--- src/sv/life_grid_generation_engine_core_macros.svh ---
// assertion macros shared by the life grid engine rtl
`ifndef LIFE_GRID_GENERATION_ENGINE_CORE_MACROS_SVH
`define LIFE_GRID_GENERATION_ENGINE_CORE_MACROS_SVH

// same-cycle implication, sampled on clock, off while reset is high
`define LGGE_ASSERT_NOW(label, ante, cons, msg) \
   label: assert property (@(posedge clock) disable iff (reset) (ante) |-> (cons)) \
      else $error(msg);

// next-cycle implication, sampled on clock, off while reset is high
`define LGGE_ASSERT_NEXT(label, ante, cons, msg) \
   label: assert property (@(posedge clock) disable iff (reset) (ante) |=> (cons)) \
      else $error(msg);

`endif

--- src/sv/lgge_pkg.sv ---
// shared types and constants of the life grid engine
`default_nettype none

package lgge_pkg;

   // field widths of the request and response beats
   localparam int OP_W       = 2;
   localparam int COL_W      = 7;
   localparam int ROW_W      = 6;
   localparam int CLASS_W    = 2;

   // control and status register port
   localparam int COLS_REG_W = 8;
   localparam int ROWS_REG_W = 7;
   localparam int CSR_IDX_W  = 1;
   localparam int CSR_DATA_W = 8;

   localparam logic [CSR_IDX_W-1:0]  CSR_COLS   = 1'b0;
   localparam logic [CSR_IDX_W-1:0]  CSR_ROWS   = 1'b1;
   localparam logic [COLS_REG_W-1:0] COLS_RESET = 8'd128;
   localparam logic [ROWS_REG_W-1:0] ROWS_RESET = 7'd64;

   // smallest grid edge in use
   localparam int MIN_DIM = 3;

   // b3/s23 neighbor counts
   localparam logic [3:0] BIRTH_COUNT   = 4'd3;
   localparam logic [3:0] SURVIVE_COUNT = 4'd2;

   // bit positions inside one stored cell
   localparam int CUR_BIT  = 0;
   localparam int PREV_BIT = 1;

   // display classes
   localparam logic [CLASS_W-1:0] CLASS_DEAD     = 2'd0;
   localparam logic [CLASS_W-1:0] CLASS_BORN     = 2'd1;
   localparam logic [CLASS_W-1:0] CLASS_SURVIVED = 2'd2;
   localparam logic [CLASS_W-1:0] CLASS_DIED     = 2'd3;

   typedef enum logic [OP_W-1:0] {
      OP_WRITE = 2'd0,
      OP_READ  = 2'd1,
      OP_STEP  = 2'd2
   } op_type;

   typedef enum logic [2:0] {
      ST_CLEAR,
      ST_IDLE,
      ST_ACCESS,
      ST_SWEEP,
      ST_DELIVER
   } state_type;

   // one bit fed into the cell chain
   typedef struct packed {
      logic shift;
      logic data;
   } feed_type;

   // what the chain hands back for the cell at the window center
   typedef struct packed {
      logic center;
      logic next_alive;
   } cell_out_type;

endpackage

`default_nettype wire

--- src/sv/lgge_cell_chain.sv ---
// chain of one-bit cells holding two grid lines plus three cells, with the b3/s23 rule
`default_nettype none

module lgge_cell_chain #(
   parameter int LINE_LEN = 130
) (
   input  logic                  clock,
   input  lgge_pkg::feed_type    feed,
   output lgge_pkg::cell_out_type tap
);
   import lgge_pkg::*;

   localparam int CHAIN_LEN = 2 * LINE_LEN + 3;

   // bit 0 is the newest cell; each cell hands its bit on to the next one
   logic [CHAIN_LEN-1:0] sr_ff;
   logic [CHAIN_LEN-1:0] sr_in;
   logic [3:0]           count;

   assign sr_in = {sr_ff[CHAIN_LEN-2:0], feed.data};

   always_ff @(posedge clock) begin
      if (feed.shift) begin
         sr_ff <= sr_in;
      end
   end

   // line below, own line and line above of the center tap
   assign count = 4'(sr_ff[0]) + 4'(sr_ff[1]) + 4'(sr_ff[2])
                + 4'(sr_ff[LINE_LEN]) + 4'(sr_ff[LINE_LEN + 2])
                + 4'(sr_ff[2 * LINE_LEN]) + 4'(sr_ff[2 * LINE_LEN + 1])
                + 4'(sr_ff[2 * LINE_LEN + 2]);

   assign tap.center     = sr_ff[LINE_LEN + 1];
   assign tap.next_alive = (count == BIRTH_COUNT)
                        || (sr_ff[LINE_LEN + 1] && (count == SURVIVE_COUNT));

endmodule

`default_nettype wire

--- config.mk ---
export PLATFORM = sky130hd
export DESIGN_NAME = lgge_cell_chain
export DESIGN_NICKNAME = d
export VERILOG_FILES = /design/src/sv/life_grid_generation_engine_core_macros.svh /design/src/sv/lgge_pkg.sv /design/src/sv/lgge_cell_chain.sv
export SDC_FILE = /design/constraint.sdc
export NUM_CORES = 1
export LEC_CHECK = 0
export CELL_PAD_IN_SITES_DETAIL_PLACEMENT = 1
export CELL_PAD_IN_SITES_GLOBAL_PLACEMENT = 2
export CORE_MARGIN = 2
export CORE_UTILIZATION = 50
export DETAILED_ROUTE_END_ITERATION = 6
export DONT_BUFFER_PORTS = 1
export GPL_ROUTABILITY_DRIVEN = 0
export PLACE_DENSITY = 0.8
export RECOVER_POWER = 25
export SYNTH_ARGS = -nofsm -noshare
export SYNTH_HDL_FRONTEND = slang
export SYNTH_SLANG_ARGS = --single-unit
export TNS_END_PERCENT = 1
--- constraint.sdc ---
create_clock -name clock -period 7.6 [get_ports clock]
set_input_delay 1.9 -clock clock [delete_from_list [all_inputs] [get_ports clock]]
set_output_delay 1.9 -clock clock [all_outputs]
set_load 0.1 [all_outputs]
==> metrics.log, run 1 <==
[metrics] outcome: complete, no violations
[metrics] clock buffers created by TritonCTS: 25
[metrics] worst reg2reg path depth: 0
[metrics] post-layout util: 58.1%
[metrics] clock sinks: around 260
[metrics] register name with the most flops: sr_ff
[metrics] maximum frequency from static timing analysis: roughly 0.16 GHz
[metrics] max_slew headroom: 18.5%
[metrics] starting density of the core: 51.1%
[metrics] Die Outline Area: about 17000 µm²
[metrics] crit path launch type: flop
[metrics] Pwr Total: between 3000 and 4000 µW
[metrics] die span in x: between 100 and 150 µm
[metrics] first drt pass iteration count: 4
[metrics] GRT Residual Overflow: 0
[metrics] DRC violation count after routing: 0
[metrics] cell taking the most area after synthesis: sky130_fd_sc_hd__edfxtp_1
[metrics] antenna diode count: 0
[metrics] final clock period utilization by the worst path: 80.9%
[metrics] sum of negative setup slack: 0 ns
[metrics] syn nets: 297
[metrics] Peak VDD IR: between 0.2 and 0.3 mV
[metrics] worst setup path endpoint: tap[0]
[metrics] Pleak: a little over 0.003 µW
[metrics] proportion of synthesized chip area in sequential cells: 97.6%
[metrics] buffers inserted during post-CTS setup optimization: 0
[metrics] total number of yosys warnings: 0
[metrics] Detail Route Antenna Nets: 0
[metrics] post-synthesis cell area: 8090 µm²
[metrics] clk root buf: sky130_fd_sc_hd__clkbuf_16
[metrics] starting DRC count in detailed routing: 178
[metrics] Worst Hold Depth: 0
[metrics] Floorplan Core Area: 15800 µm²
[metrics] wirelength, routed: 9.62 mm
[metrics] power density of the placed cells: 327 nW/µm²
[metrics] number of max-slew violations in the final report: 0
[metrics] pin count of the biggest net entering global routing: 264
[metrics] count of H-tree levels built during CTS: 1
[metrics] cells resized by post-CTS repair: 0
[metrics] signed area change from the synthesized netlist to the final layout: 13.7%
[metrics] Final #Nets: 323
[metrics] via total after detailed routing: roughly 2.6k
[metrics] global-route wire length before repair: 15.7 mm
[metrics] row cnt: 46
[metrics] Mapped Cells: 287
[metrics] transition time of the tightest slew-check pin: between 1 and 1.5 ns
[metrics] max reg flops: 263
[metrics] post-route worst hold slack: about 0.42 ns
[metrics] Critical path origin: sr_ff[0]
[metrics] number of distinct library cell variants in the gate-level netlist after synthesis: 9
[metrics] clock-pin transition on the worst setup and hold timing paths: 0.06 ns
[metrics] Synth top area share: 97.6%
[metrics] fraction of final layout cells sized beyond drive strength 1: 12.3%
[metrics] kind of critical path: flop to output port
[metrics] post-synthesis sequential element count: 263
[metrics] count of max-cap constraint violations: 0
[metrics] data arrival time at the worst-slack endpoint: roughly 4.3 ns
[metrics] Final Skew: approximately 0.013 ns
[metrics] worst-case register-to-register setup slack: 6.28 ns
[metrics] registers with the highest flip-flop counts: sr_ff x263
[metrics] Port Buffers: 0
[metrics] number of standard cells in the final layout excluding fillers: between 500 and 600
[metrics] Final Setup Violations: 0
[metrics] routed len/inst: 17.6 µm
[metrics] per-instance average area after synthesis: about 28 µm²
[metrics] type of destination of the critical path: output port
[metrics] vias in the first global route: about 2.7k
[metrics] TritonCTS clock tree: yes
[metrics] insertion delay of the later-clocked pin in the worst-skew pair: 0.51 ns
[metrics] top area cells in the synthesized netlist: sky130_fd_sc_hd__edfxtp_1 (98%), sky130_fd_sc_hd__fa_1 (0.99%), sky130_fd_sc_hd__inv_1 (0.51%)
[metrics] initial antenna violation count: 0
[metrics] Hold Fails Final Rpt: 0
[metrics] GRT Overall Usage: between 10% and 20%
[metrics] Avg Vias per Cell: 4.73
[metrics] post-layout min period: ~6.1 ns
[metrics] y dimension of the die: 131 µm
[metrics] critical path fanouts, max: 2
[metrics] total I/O pin count: 5
[metrics] HPWL Detailed: around 4.1 mm
[metrics] # placed instances: 502
[metrics] Clock Path Buffers: 3
[metrics] number of fill cells: 1249
[metrics] # hold bufs at CTS: 0
[metrics] Req. time, crit path: 5.70 ns
[metrics] RSZ-0062 raised after global routing: false
[metrics] launching point of the worst reg2reg path: sr_ff[131]
[metrics] type of the worst min-delay path: flop to flop
[metrics] worst r2r dst: sr_ff[132]
[cells in the mapped netlist (all sizes together)]
master	count
or2	1
nand3	1
a21oi	2
inv	11
fa	4
o21ai	1
buf	1
ha	3
edfxtp	263
[routing by layer]
layer | track usage (%) | vias to the layer above | share of wire (%)
li1 | - | 1198 | -
met1 | 20.3 | 1335 | 51
met2 | 15.2 | 36 | 42
met3 | 3.05 | 21 | 4.1
met4 | 3.80 | 0 | 2.8
met5 | 0 | - | 0
[logic make-up (layout without fill, tap and decap cells)]
kind of cell	count (synthesis)	after routing	synth area share (%)
and+or+nand+nor	2	2	0.139
buffers and inverters	12	57	0.603
DFF	263	263	97.6
adders and majority gates	7	7	1.45
AOI/OAI and AO/OA	3	3	0.186
[worst min-delay path by stage]
| stage | from | end |
|---|---|---|
| finish | sr_ff[205] | sr_ff[206] |
| global route | sr_ff[133] | sr_ff[134] |
| CTS | sr_ff[258] | sr_ff[259] |
| detailed placement | sr_ff[5] | sr_ff[6] |
| global placement | sr_ff[45] | sr_ff[46] |
| floorplan | sr_ff[99] | sr_ff[100] |
[layout by cell type (no fill, tap or decap), types with 2 or more instances in the layout]
master | synthesis | final
sky130_fd_sc_hd__ha_1 | 3 | 3
sky130_fd_sc_hd__bufinv_16 | 0 | 4
sky130_fd_sc_hd__clkinv_2 | 0 | 6
sky130_fd_sc_hd__inv_6 | 0 | 2
sky130_fd_sc_hd__fa_1 | 4 | 4
sky130_fd_sc_hd__inv_1 | 11 | 11
sky130_fd_sc_hd__clkinvlp_4 | 0 | 3
sky130_fd_sc_hd__clkinv_1 | 0 | 5
sky130_fd_sc_hd__edfxtp_1 | 263 | 263
sky130_fd_sc_hd__clkbuf_16 | 0 | 25
[stage by stage]
step                worst slack (ns)  instance area (µm²)
floorplan                       1.57                 8090
global placement                2.12                 8360
detailed placement              1.94                 8360
CTS                             1.42                 9200
global route                    1.30                 9200
finish                          1.45                 9200
[worst max-delay path, cell delays in order (launching register included)]
cell and delay [ns]:
sky130_fd_sc_hd__edfxtp_1 0.34, sky130_fd_sc_hd__inv_1 0.06, sky130_fd_sc_hd__fa_1 0.56, sky130_fd_sc_hd__fa_1 0.44, sky130_fd_sc_hd__fa_1 0.50, sky130_fd_sc_hd__inv_1 0.05
sky130_fd_sc_hd__ha_1 0.20, sky130_fd_sc_hd__fa_1 0.41, sky130_fd_sc_hd__or2_0 0.25, sky130_fd_sc_hd__a21oi_2 0.92
[cell type report]
type                    instances  area (µm²)  area share [%]
clock buffers                  26         629            6.84
clock inverters                20         209            2.27
inverters                      11        41.3           0.449
multi-input cells              12         148            1.61
flip-flops and latches        263        7900            85.9
well taps                     216         270            2.94
[power by group]
group / total (µW) / internal [µW] / switching, µW
clock network: 1240 / 740 / 502
logic: 47.4 / 12.1 / 35.4
registers: 1720 / 1690 / 28.3
Power figures use the tool's default switching activity.
==> run 2: changes to the inputs <==
--- a/config.mk
+++ b/config.mk
@@ -5,14 +5,15 @@
 export SDC_FILE = /design/constraint.sdc
 export NUM_CORES = 1
 export LEC_CHECK = 0
+export ABC_AREA = 1
 export CELL_PAD_IN_SITES_DETAIL_PLACEMENT = 1
 export CELL_PAD_IN_SITES_GLOBAL_PLACEMENT = 2
 export CORE_MARGIN = 2
-export CORE_UTILIZATION = 50
+export CORE_UTILIZATION = 47
 export DETAILED_ROUTE_END_ITERATION = 6
 export DONT_BUFFER_PORTS = 1
 export GPL_ROUTABILITY_DRIVEN = 0
-export PLACE_DENSITY = 0.8
+export PLACE_DENSITY = 0.79
 export RECOVER_POWER = 25
 export SYNTH_ARGS = -nofsm -noshare
 export SYNTH_HDL_FRONTEND = slang
==> constraint.sdc (replaced) <==
create_clock -name clock -period 5.55 [get_ports clock]
set_input_delay 1.3875 -clock clock [delete_from_list [all_inputs] [get_ports clock]]
set_output_delay 1.3875 -clock clock [all_outputs]
set_load 0.1 [all_outputs]
==> run 2 against run 1 <==
  * First-iteration DRC count is 77% higher
  * Sequential share of layout area fell by 0.38 points
  * Synthesized cell count grew 1.7%
  * Setup slack got worse by 0.99 ns
  * Count of clock-buffer cells in the layout rose by 4
  * Highest routed layer unchanged
  * Worst hold slack worse by 0.0012 ns
==> metrics.log, run 2 <==
[metrics] top area cells in the synthesized netlist: sky130_fd_sc_hd__edfxtp_1 (97%), sky130_fd_sc_hd__fa_1 (0.99%), sky130_fd_sc_hd__inv_1 (0.69%)
[metrics] Pwr Total: 4130 µW
[metrics] Req. time, crit path: around 4.2 ns
[metrics] total number of yosys warnings: 0
[metrics] GRT Overall Usage: 11.3%
[metrics] proportion of synthesized chip area in sequential cells: 97.4%
[metrics] global-route wire length before repair: 15.6 mm
[metrics] Clock Path Buffers: 3
[metrics] TritonCTS clock tree: yes
[metrics] via total after detailed routing: 2642
[metrics] Avg Vias per Cell: 4.68
[metrics] DRC violation count after routing: 0
[metrics] data arrival time at the worst-slack endpoint: roughly 3.7 ns
[metrics] delay of the slowest critical-path stage: 0.56 ns
[metrics] ordered list of cells on the worst path: inv_1 -> fa_1 -> fa_1 -> fa_1 -> inv_1 -> ha_1 -> fa_1 -> nand2_1 -> nand3_1 -> a21oi_2 -> buf_4
[metrics] count of max-cap constraint violations: 0
[metrics] leading cell type in the layout, fill and taps excluded: sky130_fd_sc_hd__edfxtp_1
[metrics] type of destination of the critical path: output port
[metrics] registers with the highest flip-flop counts: sr_ff x263
[metrics] worst-case register-to-register setup slack: 4.22 ns
[metrics] total I/O pin count: 5
[metrics] Pleak: 0.00312 µW
[metrics] number of distinct library cell variants in the gate-level netlist after synthesis: 8
[metrics] routed len/inst: between 15 and 20 µm
[metrics] Slowest cell on crit path: sky130_fd_sc_hd__fa_1
[metrics] power density of the placed cells: 447 nW/µm²
[metrics] total non-filler cell area in the finished layout: around 9200 µm²
[metrics] outcome: complete, no violations
[metrics] insertion delay of the later-clocked pin in the worst-skew pair: 0.52 ns
[metrics] area of placed instances: approximately 8400 µm²
[metrics] vias in the first global route: 2685
[metrics] RSZ-0062 raised after global routing: false
[metrics] Critical path origin: sr_ff[0]
[metrics] fraction of registers with async set/reset: 0%
[metrics] sum of negative setup slack: 0 ns
[metrics] Floorplan Core Area: 17100 µm²
[metrics] buffers inserted during post-CTS setup optimization: 0
[metrics] fraction of final layout cells sized beyond drive strength 1: roughly an eighth
[metrics] Detail Route Antenna Nets: 0
[metrics] post-layout min period: 5.08 ns
[metrics] initial antenna violation count: 0
[metrics] signed area change from the synthesized netlist to the final layout: 14.0%
[metrics] die span in x: 135 µm
[metrics] wirelength, routed: 9.67 mm
[metrics] post-synthesis cell area: 8110 µm²
[metrics] Die Outline Area: 18300 µm²
[metrics] Synth top area share: 97.4%
[metrics] register name with the most flops: sr_ff
[metrics] Final Skew: 0.0173 ns
[metrics] clock buffers created by TritonCTS: 26
[metrics] crit path launch type: flop
[metrics] main flop type after synthesis: sky130_fd_sc_hd__edfxtp_1
[metrics] beginning of the worst hold path: sr_ff[230]
[metrics] max_slew headroom: between 30% and 40%
[metrics] maximum frequency from static timing analysis: 0.197 GHz
[metrics] y dimension of the die: approximately 140 µm
[metrics] # hold bufs at CTS: 0
[metrics] number of fill cells: 1414
[metrics] top cell types by occurrence after synthesis: sky130_fd_sc_hd__edfxtp_1 (263), sky130_fd_sc_hd__inv_1 (15), sky130_fd_sc_hd__fa_1 (4)
[metrics] per-instance average area after synthesis: 27.8 µm²
[metrics] most frequent cells in the layout: sky130_fd_sc_hd__edfxtp_1 (263), sky130_fd_sc_hd__clkbuf_16 (26), sky130_fd_sc_hd__inv_1 (15)
[metrics] HPWL Detailed: approximately 4.0 mm
[metrics] kind of critical path: flop to output port
[metrics] Final Setup Violations: 0
[metrics] max reg flops: between 200 and 300
[metrics] number of standard cells in the final layout excluding fillers: roughly 560
[metrics] critical path fanouts, max: 2
[metrics] type of the worst min-delay path: flop to flop
[metrics] syn nets: around 300
[metrics] Mapped Cells: 292
[metrics] Port Buffers: 0
[metrics] first drt pass iteration count: 4
[metrics] GRT Residual Overflow: 0
[metrics] antenna diode count: 0
[metrics] number of max-slew violations in the final report: 0
[metrics] cell taking the most area after synthesis: sky130_fd_sc_hd__edfxtp_1
[metrics] final clock period utilization by the worst path: about nine tenths
[metrics] starting DRC count in detailed routing: 315
[metrics] cell type with the highest occurrence count on the critical path: sky130_fd_sc_hd__fa_1
[metrics] number of enable flip-flop cells after synthesis: 263
[metrics] row cnt: 48
[metrics] Peak VDD IR: 0.325 mV
[metrics] starting density of the core: 47.5%
[metrics] clock-pin transition on the worst setup and hold timing paths: around 0.06 ns
[metrics] clock sinks: 263
[metrics] cells resized by post-CTS repair: 0
[metrics] launching point of the worst reg2reg path: sr_ff[131]
[metrics] Hold Fails Final Rpt: 0
[metrics] # placed instances: just over 500
[metrics] transition time of the tightest slew-check pin: 0.959 ns
[metrics] clk root buf: sky130_fd_sc_hd__clkbuf_16
[metrics] dominant cell by count in the synthesized netlist: sky130_fd_sc_hd__edfxtp_1
[metrics] pin count of the biggest net entering global routing: between 200 and 300
[metrics] post-synthesis sequential element count: 263
[metrics] count of H-tree levels built during CTS: 1
[metrics] Final #Nets: 330
## run 2: cell count changes after synthesis, sizes merged
cell	before	now
or2	1	0
nand2	0	3
o21ai	1	0
nand3	1	2
inv	11	15
a21oi	2	1
## run 2: worst max-delay path: cells and delay by family (launching register included)
| kind | cells | cell delay (ns) |
|---|---|---|
| compound gates | 1 | 0.10 |
| fa+ha+maj | 5 | 2.15 |
| buf+inv | 3 | 0.39 |
| flops | 1 | 0.35 |
| simple gates | 2 | 0.17 |
## run 2: final timing paths
path / depth (start not counted) / endpoint
min reg2reg: 0 / sr_ff[231]
max: 11 / tap[0]
max reg2reg: 0 / sr_ff[132]
min: 0 / sr_ff[231]
## run 2: routing by layer
metal / up-vias / GRT usage, % / wire, µm
met5: - / 0 / 0
met4: 0 / 4.46 / 293
met3: 27 / 2.62 / 294
met2: 36 / 14.5 / 4030
met1: 1369 / 18.8 / 5050
li1: 1210 / - / -
## run 2: area by class of cell
type	instances	area [µm²]	area share, %
Tap cell	225	282	3.05
Sequential cell	263	7900	85.5
Inverter	15	56.3	0.610
Multi-Input combinational cell	13	148	1.60
Clock inverter	17	180	1.95
Clock buffer	30	666	7.21
Timing Repair Buffer	1	7.51	0.0813
## run 2: cell families (layout without fill, tap and decap cells)
| group | Yosys count | after routing | synth area share (%) |
|---|---|---|---|
| simple gates | 5 | 5 | 0.262 |
| flops | 263 | 263 | 97.4 |
| fa+ha+maj | 7 | 7 | 1.45 |
| buf+inv | 16 | 63 | 0.787 |
| compound gates | 1 | 1 | 0.0617 |
## run 2: power breakdown
| part | internal, µW | leakage (µW) | switching, µW |
|---|---|---|---|
| Clock | 1000 | 0.000403 | 695 |
| Combinational | 23.5 | 0.000145 | 54.2 |
| Sequential | 2310 | 0.00257 | 37.9 |
| Total | 3340 | 0.00312 | 787 |
## run 2: metrics by stage
stage	hold WS, ns	setup slack, ns	util [%]
2_1_floorplan	0.400	0.0813	-
5_1_grt	0.421	0.297	54.2
6_report	0.417	0.468	54.2
4_1_cts	0.419	0.426	54.2
3_3_place_gp	0.405	1.10	49.2
3_5_place_dp	0.405	1.00	49.2
